### config.mk
export PLATFORM = sky130hd
export DESIGN_NAME = internet_checksum_pseudo_header
export DESIGN_NICKNAME = d
export VERILOG_FILES = /design/src/hw/rtl/icph_pkg.sv /design/src/hw/rtl/internet_checksum_pseudo_header.sv
export SDC_FILE = /design/constraint.sdc
export NUM_CORES = 1
export LEC_CHECK = 0
export ABC_AREA = 1
export CAP_MARGIN = 10
export CORE_ASPECT_RATIO = 0.5
export CORE_UTILIZATION = 50
export CTS_CLUSTER_DIAMETER = 150
export DETAILED_ROUTE_END_ITERATION = 8
export DONT_BUFFER_PORTS = 1
export PLACE_DENSITY = 0.72
export SYNTH_ARGS = -nofsm -noshare
export SYNTH_HDL_FRONTEND = slang
export SYNTH_SLANG_ARGS = --single-unit
### constraint.sdc
create_clock -name clk -period 15.1 [get_ports clk]
set_input_delay 2.265 -clock clk [delete_from_list [all_inputs] [get_ports clk]]
set_output_delay 2.265 -clock clk [all_outputs]
set_load 0.02 [all_outputs]
### src/hw/rtl/icph_pkg.sv
// ----------------------------------------------------------------------------
// icph_pkg
// Shared types, codes and helpers for the Internet checksum block with the
// TCP/UDP pseudo-header.
// ----------------------------------------------------------------------------
package icph_pkg;

  localparam int WordW    = 16;
  localparam int KindW    = 3;
  localparam int AddrW    = 32;
  localparam int PosW     = 4;
  localparam int SumW     = WordW + 3;
  localparam int InDataW  = 80;
  localparam int InUserW  = 4;
  localparam int OutDataW = 16;

  typedef logic [KindW-1:0] kind_t;
  typedef logic [WordW-1:0] word_t;
  typedef logic [PosW-1:0]  pos_t;

  localparam kind_t KIND_IPV4 = 3'd0;
  localparam kind_t KIND_ICMP = 3'd1;
  localparam kind_t KIND_IGMP = 3'd2;
  localparam kind_t KIND_TCP  = 3'd3;
  localparam kind_t KIND_UDP  = 3'd4;

  localparam word_t PROTO_TCP = 16'd6;
  localparam word_t PROTO_UDP = 16'd17;
  localparam word_t MASK16    = 16'hffff;
  localparam pos_t  POS_MAX   = 4'd15;

  typedef struct packed {
    logic             hit;
    logic [PosW-1:0]  pos;
  } zero_pos_t;

  function automatic zero_pos_t zero_position(input kind_t kind);
    zero_pos_t zp;
    zp.hit = 1'b1;
    case (kind)
      KIND_IPV4: zp.pos = 4'd5;
      KIND_ICMP: zp.pos = 4'd1;
      KIND_IGMP: zp.pos = 4'd1;
      KIND_TCP:  zp.pos = 4'd8;
      KIND_UDP:  zp.pos = 4'd3;
      default: begin
        zp.hit = 1'b0;
        zp.pos = '0;
      end
    endcase
    return zp;
  endfunction

  function automatic logic has_pseudo(input kind_t kind);
    return kind inside {KIND_TCP, KIND_UDP};
  endfunction

  // end-around fold of a wide integer sum back to 16 bits
  function automatic word_t oc_fold(input logic [SumW-1:0] total);
    logic [WordW:0] f1;
    logic [WordW:0] f2;
    f1 = {1'b0, total[WordW-1:0]} + (WordW+1)'(total[SumW-1:WordW]);
    f2 = {1'b0, f1[WordW-1:0]} + (WordW+1)'(f1[WordW]);
    return f2[WordW-1:0];
  endfunction

endpackage

### src/hw/rtl/internet_checksum_pseudo_header.sv
// ----------------------------------------------------------------------------
// internet_checksum_pseudo_header
// Ones-complement Internet checksum over a packet streamed as 16-bit words,
// with checksum-field zeroing and the TCP/UDP pseudo-header.
//
//  channel  dir  beat                     fields (low bit up)
//  s_*      in   one packet word          tdata: data_word, source_address,
//                                          dest_address; tuser: packet_kind,
//                                          odd_tail; tlast: last_word
//  m_*      out  one checksum per packet  tdata: checksum
//
// One beat per cycle sustained while no last beat stalls; the checksum is
// loaded as the last beat leaves the beat register, which feeds one adder
// tree with end-around fold into the running sum and the result register.
// Input stalls only while a last beat waits for a full result register.
// Synchronous reset clears the beat and result valid bits and packet state.
// ----------------------------------------------------------------------------
module internet_checksum_pseudo_header
  import icph_pkg::*;
(
  input  logic                           clk,
  input  logic                           rst,
  input  logic                           s_tvalid,
  output logic                           s_tready,
  input  logic [icph_pkg::InDataW-1:0]   s_tdata,   // data_word, source_address, dest_address
  input  logic [icph_pkg::InUserW-1:0]   s_tuser,   // packet_kind, odd_tail
  input  logic                           s_tlast,
  output logic                           m_tvalid,
  input  logic                           m_tready,
  output logic [icph_pkg::OutDataW-1:0]  m_tdata    // checksum
);

  // beat register
  logic              a_valid;
  kind_t             a_kind;
  word_t             a_word;
  logic              a_last;
  logic              a_odd;
  logic [AddrW-1:0]  a_src;
  logic [AddrW-1:0]  a_dst;

  // packet state
  word_t             running_sum;
  word_t             segment_bytes;
  pos_t              word_position;
  kind_t             latched_kind;
  logic              mid_packet;

  logic              out_free;
  logic              advance;

  kind_t             kind_eff;
  pos_t              pos_eff;
  zero_pos_t         zp;
  logic              tail;
  word_t             word_eff;
  word_t             proto;
  word_t             seg_next;
  logic              first_pseudo;
  logic              add_len;
  logic [SumW-1:0]   total;
  word_t             sum_next;
  logic              m_tvalid_next;

  assign out_free = !m_tvalid || m_tready;
  assign advance  = a_valid && (!a_last || out_free);
  assign s_tready = !a_valid || advance;

  always_comb begin
    kind_eff     = mid_packet ? latched_kind : a_kind;
    pos_eff      = mid_packet ? word_position : '0;
    zp           = zero_position(kind_eff);
    tail         = a_last && a_odd;
    word_eff     = tail ? {a_word[WordW-1:8], 8'h00} : a_word;
    if (zp.hit && (zp.pos == pos_eff)) begin
      word_eff = '0;
    end
    proto        = (a_kind == KIND_TCP) ? PROTO_TCP : PROTO_UDP;
    seg_next     = (mid_packet ? segment_bytes : '0) + (tail ? 16'd1 : 16'd2);
    first_pseudo = !mid_packet && has_pseudo(a_kind);
    add_len      = a_last && has_pseudo(kind_eff);
    total        = SumW'(word_eff)
                 + SumW'(mid_packet ? running_sum : '0)
                 + SumW'(add_len ? seg_next : '0)
                 + (first_pseudo ? (SumW'(a_src[31:16]) + SumW'(a_src[15:0])
                                  + SumW'(a_dst[31:16]) + SumW'(a_dst[15:0])
                                  + SumW'(proto)) : '0);
    sum_next     = oc_fold(total);
    if (advance && a_last) begin
      m_tvalid_next = 1'b1;
    end else if (m_tready) begin
      m_tvalid_next = 1'b0;
    end else begin
      m_tvalid_next = m_tvalid;
    end
  end

  always_ff @(posedge clk) begin
    if (rst) begin
      a_valid <= 1'b0;
    end else if (s_tready) begin
      a_valid <= s_tvalid;
    end
    if (s_tvalid && s_tready) begin
      a_word <= s_tdata[15:0];
      a_src  <= s_tdata[47:16];
      a_dst  <= s_tdata[79:48];
      a_kind <= s_tuser[2:0];
      a_odd  <= s_tuser[3];
      a_last <= s_tlast;
    end
  end

  always_ff @(posedge clk) begin
    if (rst) begin
      running_sum   <= '0;
      segment_bytes <= '0;
      word_position <= '0;
      latched_kind  <= '0;
      mid_packet    <= 1'b0;
      m_tvalid      <= 1'b0;
    end else begin
      m_tvalid <= m_tvalid_next;
      if (advance) begin
        running_sum   <= sum_next;
        segment_bytes <= seg_next;
        word_position <= (pos_eff == POS_MAX) ? POS_MAX : pos_eff + 4'd1;
        latched_kind  <= kind_eff;
        mid_packet    <= !a_last;
      end
    end
  end

  always_ff @(posedge clk) begin
    if (advance && a_last) begin
      m_tdata <= ~sum_next;
    end
  end

`ifndef ASSERT_OFF
  a_end_closes: assert property (@(posedge clk) disable iff (rst)
    advance && a_last |=> !mid_packet)
    else $error("packet still open after last beat");

  a_mid_opens: assert property (@(posedge clk) disable iff (rst)
    advance && !a_last |=> mid_packet)
    else $error("packet not open after inner beat");

  a_inner_flows: assert property (@(posedge clk) disable iff (rst)
    a_valid && !a_last |-> advance)
    else $error("inner beat stalled");

  a_beat_holds: assert property (@(posedge clk) disable iff (rst)
    a_valid && !advance |=> a_valid && $stable(a_word) && $stable(a_last))
    else $error("held beat changed");
`endif

endmodule
# Word level (Yosys, flattened, before mapping)
# Cells that the tools add are included.
# totals
ff_bits	143
input_bits	89
# op_classes
add_sub_neg	11
eq_ne	8
mux	15
bitwise	1
n_reduce_logical	20
# ops
op	count
$mux 16	4
$add 17x16->18	2
$add 16x16->17	2
$add 18x16->19	1
$add 18x19->19	1
$add 19x5->19	1
$mux 19	1
$add 16x3->17	1
$add 16x1->16	1
$add 16x2->16	1
$not 16->16	1
$pmux 4 s4	1
$eq 3x2->1 const B	3
$mux 4	2
$mux 8	1
$logic_and 1x1->1	7
$eq 3x3->1 const B	2
$reduce_bool 2->1	3
$mux 5	1
$reduce_or 5->1	1
$add 4x1->4 const B	1
$eq 4x4->1	1
$eq 4x4->1 const B	1
$logic_not 1->1	4
7 further kinds	11

# Logic depth before layout (Yosys ltp)
# Gate-level depths: netlist of the first run.
# logic_depth
depth_word	13
depth_mapped	57
ltp_nobuf	55

# Worst setup path after synthesis of the first run
# No wires, ideal clock.
# synth_path
path_kind	register to register
startpoint	register mid_packet
endpoint	register m_tdata[14] (netlist bit), data pin
setup_time_ps	255
t_arrival_ps	8178
required_time_ps	14845
slack_ps	6667
path_stages_with_launch	51
n_path_buf	5
cell_sequence	dfxtp_1 buf_4 buf_4 buf_2 buf_1 clkbuf_1 nand2_1 inv_1 ha_1 inv_1 fa_1 nor4_4 nand4_1 nor3_2 nand3_1 xnor2_1 or2_2 fa_1 [15 not listed] nand3_1 nor2_2 nand3_1 nor2_1 nand3_1 nor2_1 ha_1 ha_1 nand2_1 nor2_1 nand3_1 nor2_1 nand2_1 nor2_4 nand3_2 nor2_4 nand4_1 and2_1
# synth_via
elab_chain_cells	13
word_cells_on_any_way	29
cone_classes	6 x add/sub; 5 x eq/ne; 9 x mux; 1 x bitwise; 8 x reduce/logical
# synth_lines
element	line_no	source
start, declared	internet_checksum_pseudo_header.sv:47	logic mid_packet;
start signal, assigned	internet_checksum_pseudo_header.sv:129	mid_packet <= !a_last;
$mux 3	internet_checksum_pseudo_header.sv:70	kind_eff = mid_packet ? latched_kind : a_kind;
$eq 3x2->1 or $eq 3x1->1 (tied branches)	icph_pkg.sv:40	case (kind)
$reduce_or 2->1 (no line)	n/a	
$pmux 4 s4	icph_pkg.sv:40	
$eq 4x4->1	internet_checksum_pseudo_header.sv:75	if (zp.hit && (zp.pos == pos_eff)) begin
$logic_and 1x1->1	internet_checksum_pseudo_header.sv:75	
$mux 16	internet_checksum_pseudo_header.sv:75	
$add 16x16->17	internet_checksum_pseudo_header.sv:83	+ SumW'(mid_packet ? running_sum : '0)
$add 17x16->18	internet_checksum_pseudo_header.sv:84	+ SumW'(add_len ? seg_next : '0)
$add 18x19->19 (*)	internet_checksum_pseudo_header.sv:85	+ (first_pseudo ? (SumW'(a_src[31:16]) + SumW'(a_src[15:0])
$add 16x3->17 (*)	icph_pkg.sv:62	f1 = {1'b0, total[WordW-1:0]} + (WordW+1)'(total[SumW-1:WordW]);
$add 16x1->16 (*)	icph_pkg.sv:63	f2 = {1'b0, f1[WordW-1:0]} + (WordW+1)'(f1[WordW]);
$not 16->16 (*)	internet_checksum_pseudo_header.sv:136	m_tdata <= ~sum_next;
end signal, assigned	internet_checksum_pseudo_header.sv:136	
end, declared	internet_checksum_pseudo_header.sv:30	output logic [icph_pkg::OutDataW-1:0] m_tdata
# Every way passes the cells marked *; elsewhere a longest branch is shown, timed or not.
# A chain may end at the register's enable or synchronous reset.

# Final worst setup path of the first run
# layout_path
startpoint	register a_src[17]
endpoint	register m_tdata[14] (netlist bit), data pin
# layout_via
elab_chain_cells	9
# layout_lines
element	line_no	source
start, declared	internet_checksum_pseudo_header.sv:39	logic [AddrW-1:0] a_src;
start signal, assigned	internet_checksum_pseudo_header.sv:106	a_src <= s_tdata[47:16];
$add 16x16->17	internet_checksum_pseudo_header.sv:85	
$add 17x16->18	internet_checksum_pseudo_header.sv:86	+ SumW'(a_dst[31:16]) + SumW'(a_dst[15:0])
$add 18x16->19	internet_checksum_pseudo_header.sv:86	
$add 19x5->19	internet_checksum_pseudo_header.sv:87	+ SumW'(proto)) : '0);
$mux 19	internet_checksum_pseudo_header.sv:85	
$add 18x19->19	internet_checksum_pseudo_header.sv:85	
$add 16x3->17	icph_pkg.sv:62	
$add 16x1->16	icph_pkg.sv:63	
$not 16->16	internet_checksum_pseudo_header.sv:136	
# No other way between the ends.

==> impl_metrics.yaml, run 1 <==
sta:
  clock.fmax_mhz: 111
  slew_viol_final: 0
  slew_headroom_pct: 32.4
  fin_ws_ps: 6110
  skew_ps: 9.10
  worstMarginPinSlew_ps: 1010
  grt_setup_unrepaired: "false"
  final.min_clock_period_ps: 8990
  finalSetupTns_ps: 0
  hold_violations: 0
  fin_crit_sh_pct: 59.5
  setup_viol: 0
setup_path:
  r2r-end: "m_tdata[14]$_DFFE_PP_"
  start_kind: "flip-flop"
  rr_startpoint: "a_src[17]$_DFFE_PP_"
  cp_top_family: "adder cells"
  reg2reg_setup_slack_ps: 6110
  path_buf_inv: 3
  slowest_delay_ps: 540
  cp.required_ps: 15280
  end_kind: "flip-flop"
  arrival_ps: 9170
  crit_top_cell: "nand2_1"
  worstPathMaxFanout: 6
  critPathSlowestCell: "fa_1"
  rr_worst_depth: 52
  critPathKind: "flip-flop to flip-flop"
clock_tree:
  h-tree-depth: 4
  cts.sink_count: 143
  clockBufferDepth: 2
  insertion_delay_ps: 430
  postCtsHoldBufs: 0
  cts_root_buffer: "clkbuf_16"
  clk_pin_slew_worst_paths_ps: 60
  tritoncts: "done"
  cts_resized: 0
  cts_buffers: 17
  post-cts-setup-buffers: 0
hold_path:
  whs_endpoint: "latched_kind[0]$_SDFFE_PP0P_"
  holdPathStages: 2
  min_from: "latched_kind[0]$_SDFFE_PP0P_"
  hold_class: "flip-flop to flip-flop"
floorplan:
  io_pins: 107
  core-area_um2: 19500
  start_util_pct: 51.1
  die_h_um: 102
  std_cell_rows: 36
  die_area_um2: 20500
  fp.dieW_um: 201
logic_synthesis:
  synth_nets: 1340
  synth_flop_cell: "edfxtp_1"
  synth_area_per_cell_um2: 8.84
  yosysSeqAreaShare_pct: 39.0
  synth_edf_count: 101
  synth_top_family_by_area: "adder cells"
  syn_inst: 1124
  synth-adder-area-share_pct: 21.2
  synth-compound-area-share_pct: 7.33
  yosys.area_share.xor_xnor_pct: 2.64
  async_flop_share_pct: 0
  synth_warnings: 0
  muxShareOfSynthArea_pct: 0
  syn_area_um2: 9940
  ys_ff_latch: 143
  synth.distinct_cells: 44
  synth-simple-area-share_pct: 21.0
pwr:
  power.density_nw_per_um2: 136
  p_total_mw: 1.47
  ir_drop_uv: 83.6
  leakagePower_nw: 5.03
drt:
  vias: 7219
  dr.pass1.iters: 5
  drtIter0Drc: 491
  ant_nets: 0
  wl_per_cell_um: 15.4
  post_drt_via_cell_ratio: 5.12
  wl_um: 21700
  route.detailed.drc: 0
placement:
  dp_slack_ps: 6120
  place_hpwl_um: 17500
  port_buffers: 0
  place_area_um2: 10200
  gp_congestion: 0.945
cells_and_area:
  area.growth.synth_to_final_pct: 8.38
  fin_nets: 1343
  layout_common_cells: "nand2_1 (239), inv_1 (197), edfxtp_1 (101), nor2_1 (86), fa_1 (69)"
  finalInstanceArea_um2: 10800
  multi_input_area_um2: 5180
  regArea_um2: 3870
  drive_above_1_share_pct: 8.95
  final_common_cell: "nand2_1"
  n_fill_cell: 1765
global_route:
  grt_pass1_wl_um: 34400
  gr-usage-all-layers_pct: 22.2
  grt_pass1_vias: 6763
  grt-ovfl-total: 0
  antenna_found_initial: 2
  grt_max_degree: 82
outcome:
  status: "finished, final reports clean"
run:
  cap_violations: 0
## per-layer routing
layer,GRT usage [%],share of wire (%),vias to the layer above
li1,-,-,3607
met1,32.5,50,3378
met2,32.8,43,210
met3,5.47,6.1,24
met4,5.83,1.3,0
met5,0,0,-
## cells in the mapped netlist (all sizes together), types with 3 or more instances
cell	number	area (um2)
a21oi	63	327
and2	3	18.8
buf	5	27.5
clkbuf	14	52.6
dfxtp	42	841
edfxtp	101	3030
fa	69	1380
ha	58	726
inv	213	800
nand2	257	1010
nand3	75	418
nand4	11	68.8
nor2	98	423
nor3	5	40.0
o211ai	6	45.0
o21ai	53	269
or2	8	50.1
xnor2	7	61.3
xor2	23	201
## area by class of cell
type	instances	area share, %
tap	266	3.09
clock buffer	19	4.02
clock inverter	13	1.08
timing repair buffer	3	0.209
inverter	213	7.43
multi-input combinational	749	48.1
antenna	3	0.0697
sequential	143	36.0
## through the flow
stage	utilization, %	instances	hold WS, ps
floorplan	-	1124	455
global placement	52.5	1374	465
global route	55.3	1406	511
CTS	55.3	1406	491
detailed placement	52.5	1374	477
finish	55.4	1409	491
## state kept, by name, summed over array words and instances, names as in the netlist, 4 cells and up
name and count:
a_dst 32, running_sum 16, m_tdata 16, segment_bytes 16
word_position 4, a_word 16, a_src 32
## worst min-delay path: cells and delay by family, from the launching register on
family,cells,cell delay [ps]
flip-flops,1,330
AND/OR/NAND/NOR,2,130
## cell families after synthesis
kind of cell	Yosys count
DFF	143
AOI/OAI and AO/OA	131
and+or+nand+nor	461
xor gates and xnor gates	30
adders and majority gates	127
buffers and inverters	232
## power by group
| group | total [mW] | switching (mW) | internal (mW) |
|---|---|---|---|
| Combinational | 0.597 | 0.399 | 0.198 |
| Clock | 0.392 | 0.166 | 0.226 |
| Sequential | 0.477 | 0.0189 | 0.459 |
| Total | 1.47 | 0.584 | 0.882 |
## worst max-delay path by stage
stage | from | to | slack [ps] | depth (start not counted)
floorplan | mid_packet$_SDFFE_PP0P_ | m_tdata[14]$_DFFE_PP_ | 6670 | 50
global placement | a_src[17]$_DFFE_PP_ | m_tdata[14]$_DFFE_PP_ | 6390 | 52
detailed placement | a_src[17]$_DFFE_PP_ | m_tdata[14]$_DFFE_PP_ | 6120 | 52
CTS | a_src[17]$_DFFE_PP_ | m_tdata[14]$_DFFE_PP_ | 6070 | 52
global route | a_src[17]$_DFFE_PP_ | m_tdata[14]$_DFFE_PP_ | 5060 | 52
finish | a_src[17]$_DFFE_PP_ | m_tdata[14]$_DFFE_PP_ | 6110 | 52
(Power assumes the default switching activity.)
==> run 2: changes to the inputs <==
--- a/config.mk
+++ b/config.mk
@@ -5,7 +5,7 @@
 export SDC_FILE = /design/constraint.sdc
 export NUM_CORES = 1
 export LEC_CHECK = 0
-export ABC_AREA = 1
+export ABC_AREA = 0
 export CAP_MARGIN = 10
 export CORE_ASPECT_RATIO = 0.5
 export CORE_UTILIZATION = 50
==> constraint.sdc (replaced) <==
create_clock -name clk -period 8.9 [get_ports clk]
set_input_delay 1.335 -clock clk [delete_from_list [all_inputs] [get_ports clk]]
set_output_delay 1.335 -clock clk [all_outputs]
set_load 0.02 [all_outputs]
==> run 2 against run 1 <==
The flow now finishes with violations (negative setup slack). Clock skew is 3.3 ps higher. Final cell count is 9.3% lower. First-iteration DRC count is 17% higher. Maximum frequency is 1.1% lower. Sequential power is 70% higher. Combinational power is 110% higher. Worst hold slack worse by 39 ps. Largest power group unchanged. Critical path type unchanged. Clock power is 100% higher. Design area is 7.1% higher. Largest cell class unchanged.
==> impl_metrics.yaml, run 2 <==
global_route:
  antenna_found_initial: 0
  gr-usage-all-layers_pct: 23.8
  grt_max_degree: 77
  grt_pass1_vias: 6888
  grt_pass1_wl_um: 35800
  grt-ovfl-total: 0
pwr:
  power.density_nw_per_um2: 247
  leakagePower_nw: 4.74
  p_total_mw: 2.84
  ir_drop_uv: 172
setup_path:
  critPathSlowestCell: "fa_1"
  reg2reg_setup_slack_ps: -190
  r2r-end: "running_sum[15]$_SDFFE_PP0P_"
  slowest_delay_ps: 520
  rr_startpoint: "a_dst[2]$_DFFE_PP_"
  worstPathMaxFanout: 3
  end_kind: "flip-flop"
  crit_top_cell: "a21o_1"
  critPathKind: "flip-flop to flip-flop"
  start_kind: "flip-flop"
  cp.required_ps: 9250
  arrival_ps: 9450
  rr_worst_depth: 42
placement:
  place_area_um2: 10400
  gp_congestion: 0.931
  place_hpwl_um: 17300
  port_buffers: 0
hold_path:
  min_from: "segment_bytes[0]$_SDFFE_PP0P_"
  holdPathStages: 2
  hold_class: "flip-flop to flip-flop"
  whs_endpoint: "segment_bytes[0]$_SDFFE_PP0P_"
cells_and_area:
  layout_common_cells: "edfxtp_1 (101), inv_1 (99), nor2_1 (86), nand2_1 (78), buf_4 (69)"
  reg.largest.list: "a_dst x32, a_src x32"
  diodes: 0
  n_fill_cell: 1551
  regArea_um2: 3870
  final_util_pct: 61.5
  multi_input_area_um2: 5750
  finalInstanceArea_um2: 11500
  area.growth.synth_to_final_pct: 18.1
  final_common_cell: "edfxtp_1"
  fin_nets: 1222
  drive_above_1_share_pct: 16.9
logic_synthesis:
  netlist_top_cells_count: "inv_1 (102), edfxtp_1 (101), nor2_1 (89)"
  synth.distinct_cells: 77
  synth_most_common_cell: "inv_1"
  ys_ff_latch: 143
  syn_inst: 941
  synth_nets: 1157
  synth_area_per_cell_um2: 10.4
  yosysSeqAreaShare_pct: 39.7
  async_flop_share_pct: 0
  synth_warnings: 0
  post-synth-top-area-fraction_pct: 31.1
  synth_flop_cell: "edfxtp_1"
  synth_edf_count: 101
  synth.largest_area_cell: "edfxtp_1"
  ys_top_cells_by_area: "edfxtp_1 (31%), fa_1 (14%), dfxtp_1 (8.6%), ha_1 (7.4%), inv_1 (3.9%)"
  syn_area_um2: 9770
outcome:
  violations: "negative setup slack"
  status: "complete, but fails checks"
floorplan:
  std_cell_rows: 35
  core-area_um2: 18700
  die_h_um: 101
  die_area_um2: 20100
  fp.dieW_um: 200
  io_pins: 107
  start_util_pct: 52.1
drt:
  drtIter0Drc: 574
  post_drt_via_cell_ratio: 5.59
  wl_per_cell_um: 18.2
  route.detailed.drc: 0
  vias: 7143
  dr.pass1.iters: 5
  ant_nets: 0
  wl_um: 23300
clock_tree:
  insertion_delay_ps: 430
  h-tree-depth: 4
  clk_pin_slew_worst_paths_ps: 70
  postCtsHoldBufs: 0
  cts.sink_count: 143
  cts_root_buffer: "clkbuf_16"
  cts_buffers: 17
  clockBufferDepth: 2
  tritoncts: "done"
sta:
  fin_ws_ps: -192
  slew_viol_final: 0
  worstMarginPinSlew_ps: 969
  fin_crit_sh_pct: 102
  final.min_clock_period_ps: 9090
  hold_violations: 0
  grt_setup_unrepaired: "true"
  skew_ps: 12.4
  setup_viol: 15
  clock.fmax_mhz: 110
  slew_headroom_pct: 34.9
run:
  cap_violations: 0
run 2: changes by cell type after synthesis, moves of 14 or more:
cell     before  now
inv_2        15    1
inv_1       198  102
and3_1        0   17
nand3_1      68   22
nand2_1     239   82
xnor2_1       7   35
nand2_2      17    0
a21oi_1      60   42
and2_1        3   22
o21ai_0      45   27
nor3_1        2   18
run 2: cells by family (layout without fill, tap and decap cells):
family | count (synthesis) | count (layout) | synth area share [%]
adders and majority gates | 128 | 128 | 21.7
buffers and inverters | 128 | 206 | 4.97
DFF | 143 | 143 | 39.7
AOI/OAI and AO/OA | 165 | 165 | 11.4
and+or+nand+nor | 311 | 311 | 16.0
xor gates and xnor gates | 59 | 59 | 5.56
muxes | 7 | 7 | 0.743
run 2: repair_timing:
item,CTS,global route
resized for setup,18,41
pin swaps,17,17
buffers inserted,14,8
setup endpoints to repair,18,25
run 2: power by group:
| part | internal, mW | switching, mW | total, mW |
|---|---|---|---|
| sequential | 0.779 | 0.0326 | 0.811 |
| combinational | 0.520 | 0.713 | 1.23 |
| clock | 0.502 | 0.298 | 0.800 |
run 2: worst max-delay path by stage:
| stage | start | to | slack, ps |
|---|---|---|---|
| after CTS | a_src[2]$_DFFE_PP_ | running_sum[13]$_SDFFE_PP0P_ | -100 |
| after global routing | a_dst[2]$_DFFE_PP_ | running_sum[15]$_SDFFE_PP0P_ | -670 |
| final | a_dst[2]$_DFFE_PP_ | running_sum[15]$_SDFFE_PP0P_ | -190 |
| after detailed placement | a_src[17]$_DFFE_PP_ | running_sum[15]$_SDFFE_PP0P_ | -270 |
| after global placement | a_src[17]$_DFFE_PP_ | running_sum[15]$_SDFFE_PP0P_ | -3 |
| after floorplan | a_src[17]$_DFFE_PP_ | running_sum[15]$_SDFFE_PP0P_ | 40 |
run 2: through the flow:
| step | hold WS, ps | std cells | setup TNS (ps) | setup slack [ps] |
|---|---|---|---|---|
| global route | 471 | 1278 | -10390 | -675 |
| global placement | 432 | 1224 | -3.15 | -3.15 |
| floorplan | 432 | 941 | 0 | 41.5 |
| finish | 452 | 1278 | -1610 | -192 |
| CTS | 446 | 1270 | -537 | -100 |
| detailed placement | 438 | 1224 | -2480 | -274 |
run 2: area by class of cell:
type / count / share of cell area [%]
multi-input cells: 670 / 49.9
flip-flops and latches: 143 / 33.6
repair buffers: 71 / 4.69
clock buffers: 17 / 3.69
inverters: 103 / 3.35
well taps: 259 / 2.81
clock inverters: 15 / 2.02
run 2: critical path, delay by kind of cell, from the launching register on:
kind,cells,cell delay [ps]
AOI/OAI and AO/OA,14,2700
adders and majority gates,8,3070
buffers and inverters,5,350
xor gates and xnor gates,3,530
DFF,1,340
and+or+nand+nor,12,2060
run 2: per-layer routing:
metal	up-vias	part of all wire, %	global-route usage, %	routed length [um]
met4	0	2.3	7.87	542
met2	256	41	33.1	9640
li1	3389	-	-	-
met5	-	0	0	0
met3	45	7.7	6.49	1800
met1	3453	49	35.5	11300
==> run 3: changes to the inputs <==
--- a/config.mk
+++ b/config.mk
@@ -7,12 +7,14 @@
 export LEC_CHECK = 0
 export ABC_AREA = 0
 export CAP_MARGIN = 10
+export CELL_PAD_IN_SITES_DETAIL_PLACEMENT = 1
+export CELL_PAD_IN_SITES_GLOBAL_PLACEMENT = 1
 export CORE_ASPECT_RATIO = 0.5
 export CORE_UTILIZATION = 50
 export CTS_CLUSTER_DIAMETER = 150
 export DETAILED_ROUTE_END_ITERATION = 8
 export DONT_BUFFER_PORTS = 1
-export PLACE_DENSITY = 0.72
+export PLACE_DENSITY = 0.86
 export SYNTH_ARGS = -nofsm -noshare
 export SYNTH_HDL_FRONTEND = slang
 export SYNTH_SLANG_ARGS = --single-unit
==> constraint.sdc (replaced) <==
create_clock -name clk -period 11.7 [get_ports clk]
set_input_delay 1.755 -clock clk [delete_from_list [all_inputs] [get_ports clk]]
set_output_delay 1.755 -clock clk [all_outputs]
set_load 0.02 [all_outputs]
==> run 3 against run 2 <==
The run now ends clean. Highest routed layer is now met5. First-iteration DRC count is 28% lower. Via count fell by 1.7%. Critical endpoint unchanged. Worst hold slack better by 8.9 ps. Maximum frequency shrank 15%. Setup slack gained 1200 ps. Combinational power decreased by 35%. Sequential power shrank 23%. Non-clock buffer count down 67. Clock power shrank 35%. Global-route usage up 3.6 points. Design area shrank 8.2%. Clock skew decreased by 1.8 ps.
==> impl_metrics.yaml, run 3 (same netlist as run 2, synthesis figures left out) <==
sta:
  clock.fmax_mhz: 93.9
  final.min_clock_period_ps: 10650
  fin_crit_sh_pct: 91.0
  worstMarginPinSlew_ps: 1090
  setup_viol: 0
  fin_hold_ws_ps: 461
  slew_viol_final: 0
  grt_setup_unrepaired: "false"
  finalSetupTns_ps: 0
  slew_headroom_pct: 27.3
  hold_violations: 0
  skew_ps: 10.7
drt:
  ant_nets: 0
  drtIter0Drc: 415
  route.detailed.drc: 0
  top_layer: "met5"
  dr.pass1.iters: 5
  post_drt_via_cell_ratio: 5.79
  wl_per_cell_um: 21.1
  wl_met3_um: 1920
  vias: 7022
  wl_um: 25500
  met2_length_um: 11300
  wl_met1_um: 12000
run:
  cap_violations: 0
setup_path:
  rr_worst_depth: 44
  worstPathMaxFanout: 8
  crit_top_cell: "fa_1"
  end_kind: "flip-flop"
  start_kind: "flip-flop"
  r2r-end: "running_sum[15]$_SDFFE_PP0P_"
  arrival_ps: 10970
  cp.required_ps: 12020
  critPathSlowestCell: "fa_1"
  critPathKind: "flip-flop to flip-flop"
  reg2reg_setup_slack_ps: 1050
  slowest_delay_ps: 560
  rr_startpoint: "a_src[1]$_DFFE_PP_"
cells_and_area:
  drive_above_1_share_pct: 6.09
  reg.largest.list: "a_dst x32, a_src x32"
  stdcell_count: 1212
  area.growth.synth_to_final_pct: 8.46
  layout_common_cells: "inv_1 (102), edfxtp_1 (101), nor2_1 (89), nand2_1 (81), fa_1 (69)"
  fin_nets: 1155
  final_common_cell: "inv_1"
pwr:
  p_clk_share_pct: 26.7
  comb_power_share_pct: 41.3
  power.switching_mw: 0.769
  p_total_mw: 1.94
  leakagePower_nw: 4.27
  power.density_nw_per_um2: 184
  cellInternalPower_mw: 1.18
  p_seq_share_pct: 32.0
  swShare_pct: 39.5
  ir_drop_uv: 203
global_route:
  grt_pass1_wl_um: 40400
  grt_max_degree: 83
  grt-ovfl-total: 0
  gr-usage-all-layers_pct: 27.3
  antenna_found_initial: 3
  grt_pass1_vias: 7483
clock_tree:
  tritoncts: "done"
  cts.sink_count: 143
  post-cts-setup-buffers: 0
  postCtsHoldBufs: 0
  cts_root_buffer: "clkbuf_16"
  insertion_delay_ps: 450
  cts_resized: 0
  clk_pin_slew_worst_paths_ps: 70
  h-tree-depth: 4
  cts_buffers: 17
  clockBufferDepth: 2
floorplan:
  die_h_um: 101
  fp.dieW_um: 200
  std_cell_rows: 35
  core-area_um2: 18700
  start_util_pct: 52.1
  die_area_um2: 20100
  io_pins: 107
hold_path:
  whs_endpoint: "segment_bytes[0]$_SDFFE_PP0P_"
  hold_class: "flip-flop to flip-flop"
  holdPathStages: 2
  min_from: "segment_bytes[0]$_SDFFE_PP0P_"
placement:
  dp_cells: 1179
  place_hpwl_um: 19200
  gp_congestion: 0.900
  port_buffers: 0
outcome:
  status: "finished, final reports clean"
## run 3: cell count changes in the layout (fill, tap and decap cells not counted), moves of 6 or more
cell | previous run | this run
xnor2_2 | 10 | 0
o21ai_0 | 21 | 27
inv_6 | 3 | 9
ha_1 | 52 | 58
xnor2_1 | 24 | 35
buf_4 | 69 | 4
## run 3: metrics by stage
stage               util (%)  setup WS [ps]  instance area [um2]
floorplan                  -           2390                 9770
global placement        53.6           1810                10000
detailed placement      53.6           1180                10000
CTS                     56.5           1070                10600
global route            56.5            217                10600
finish                  56.5           1050                10600
## run 3: worst max path at each step
stage	start	end	slack, ps	cells after the start
floorplan	a_src[2]$_DFFE_PP_	running_sum[15]$_SDFFE_PP0P_	2390	43
global placement	a_src[2]$_DFFE_PP_	running_sum[15]$_SDFFE_PP0P_	1810	43
detailed placement	a_src[1]$_DFFE_PP_	running_sum[15]$_SDFFE_PP0P_	1180	44
CTS	a_src[1]$_DFFE_PP_	running_sum[15]$_SDFFE_PP0P_	1070	44
global route	a_src[1]$_DFFE_PP_	running_sum[15]$_SDFFE_PP0P_	220	44
finish	a_src[1]$_DFFE_PP_	running_sum[15]$_SDFFE_PP0P_	1050	44
## run 3: layout make-up
| class | count | area (um2) |
|---|---|---|
| Timing Repair Buffer | 4 | 30.0 |
| Inverter | 103 | 387 |
| Tap cell | 259 | 324 |
| Multi-Input combinational cell | 670 | 5420 |
| Clock buffer | 17 | 425 |
| Antenna cell | 1 | 2.50 |
| Sequential cell | 143 | 3870 |
| Fill cell | 2049 | 8150 |
| Clock inverter | 15 | 125 |
## run 3: routing by layer
metal | vias up | global-route usage, %
met4 | 2 | 7.75
met3 | 27 | 8.43
met5 | - | 0
met1 | 3526 | 37.8
met2 | 203 | 41.6
li1 | 3264 | -
## run 3: worst max-delay path: cells and delay by family, from the launching register on
kind                     cells  cell delay, ps
adder cells (fa/ha/maj)      9            3380
AND/OR/NAND/NOR             15            3220
AO/OA/AOI/OAI               14            2930
XOR/XNOR                     3             450
flip-flops                   1             340
buffers and inverters        3             190
## run 3: power groups by stage
stage | Combinational (mW) | Sequential, mW | Clock (mW)
3_3_place_gp | 0.748 | 0.629 | 0
5_1_grt | 0.885 | 0.624 | 0.548
6_report | 0.803 | 0.621 | 0.520
2_1_floorplan | 0.594 | 0.624 | 0
4_1_cts | 0.797 | 0.621 | 0.531
3_5_place_dp | 0.787 | 0.631 | 0
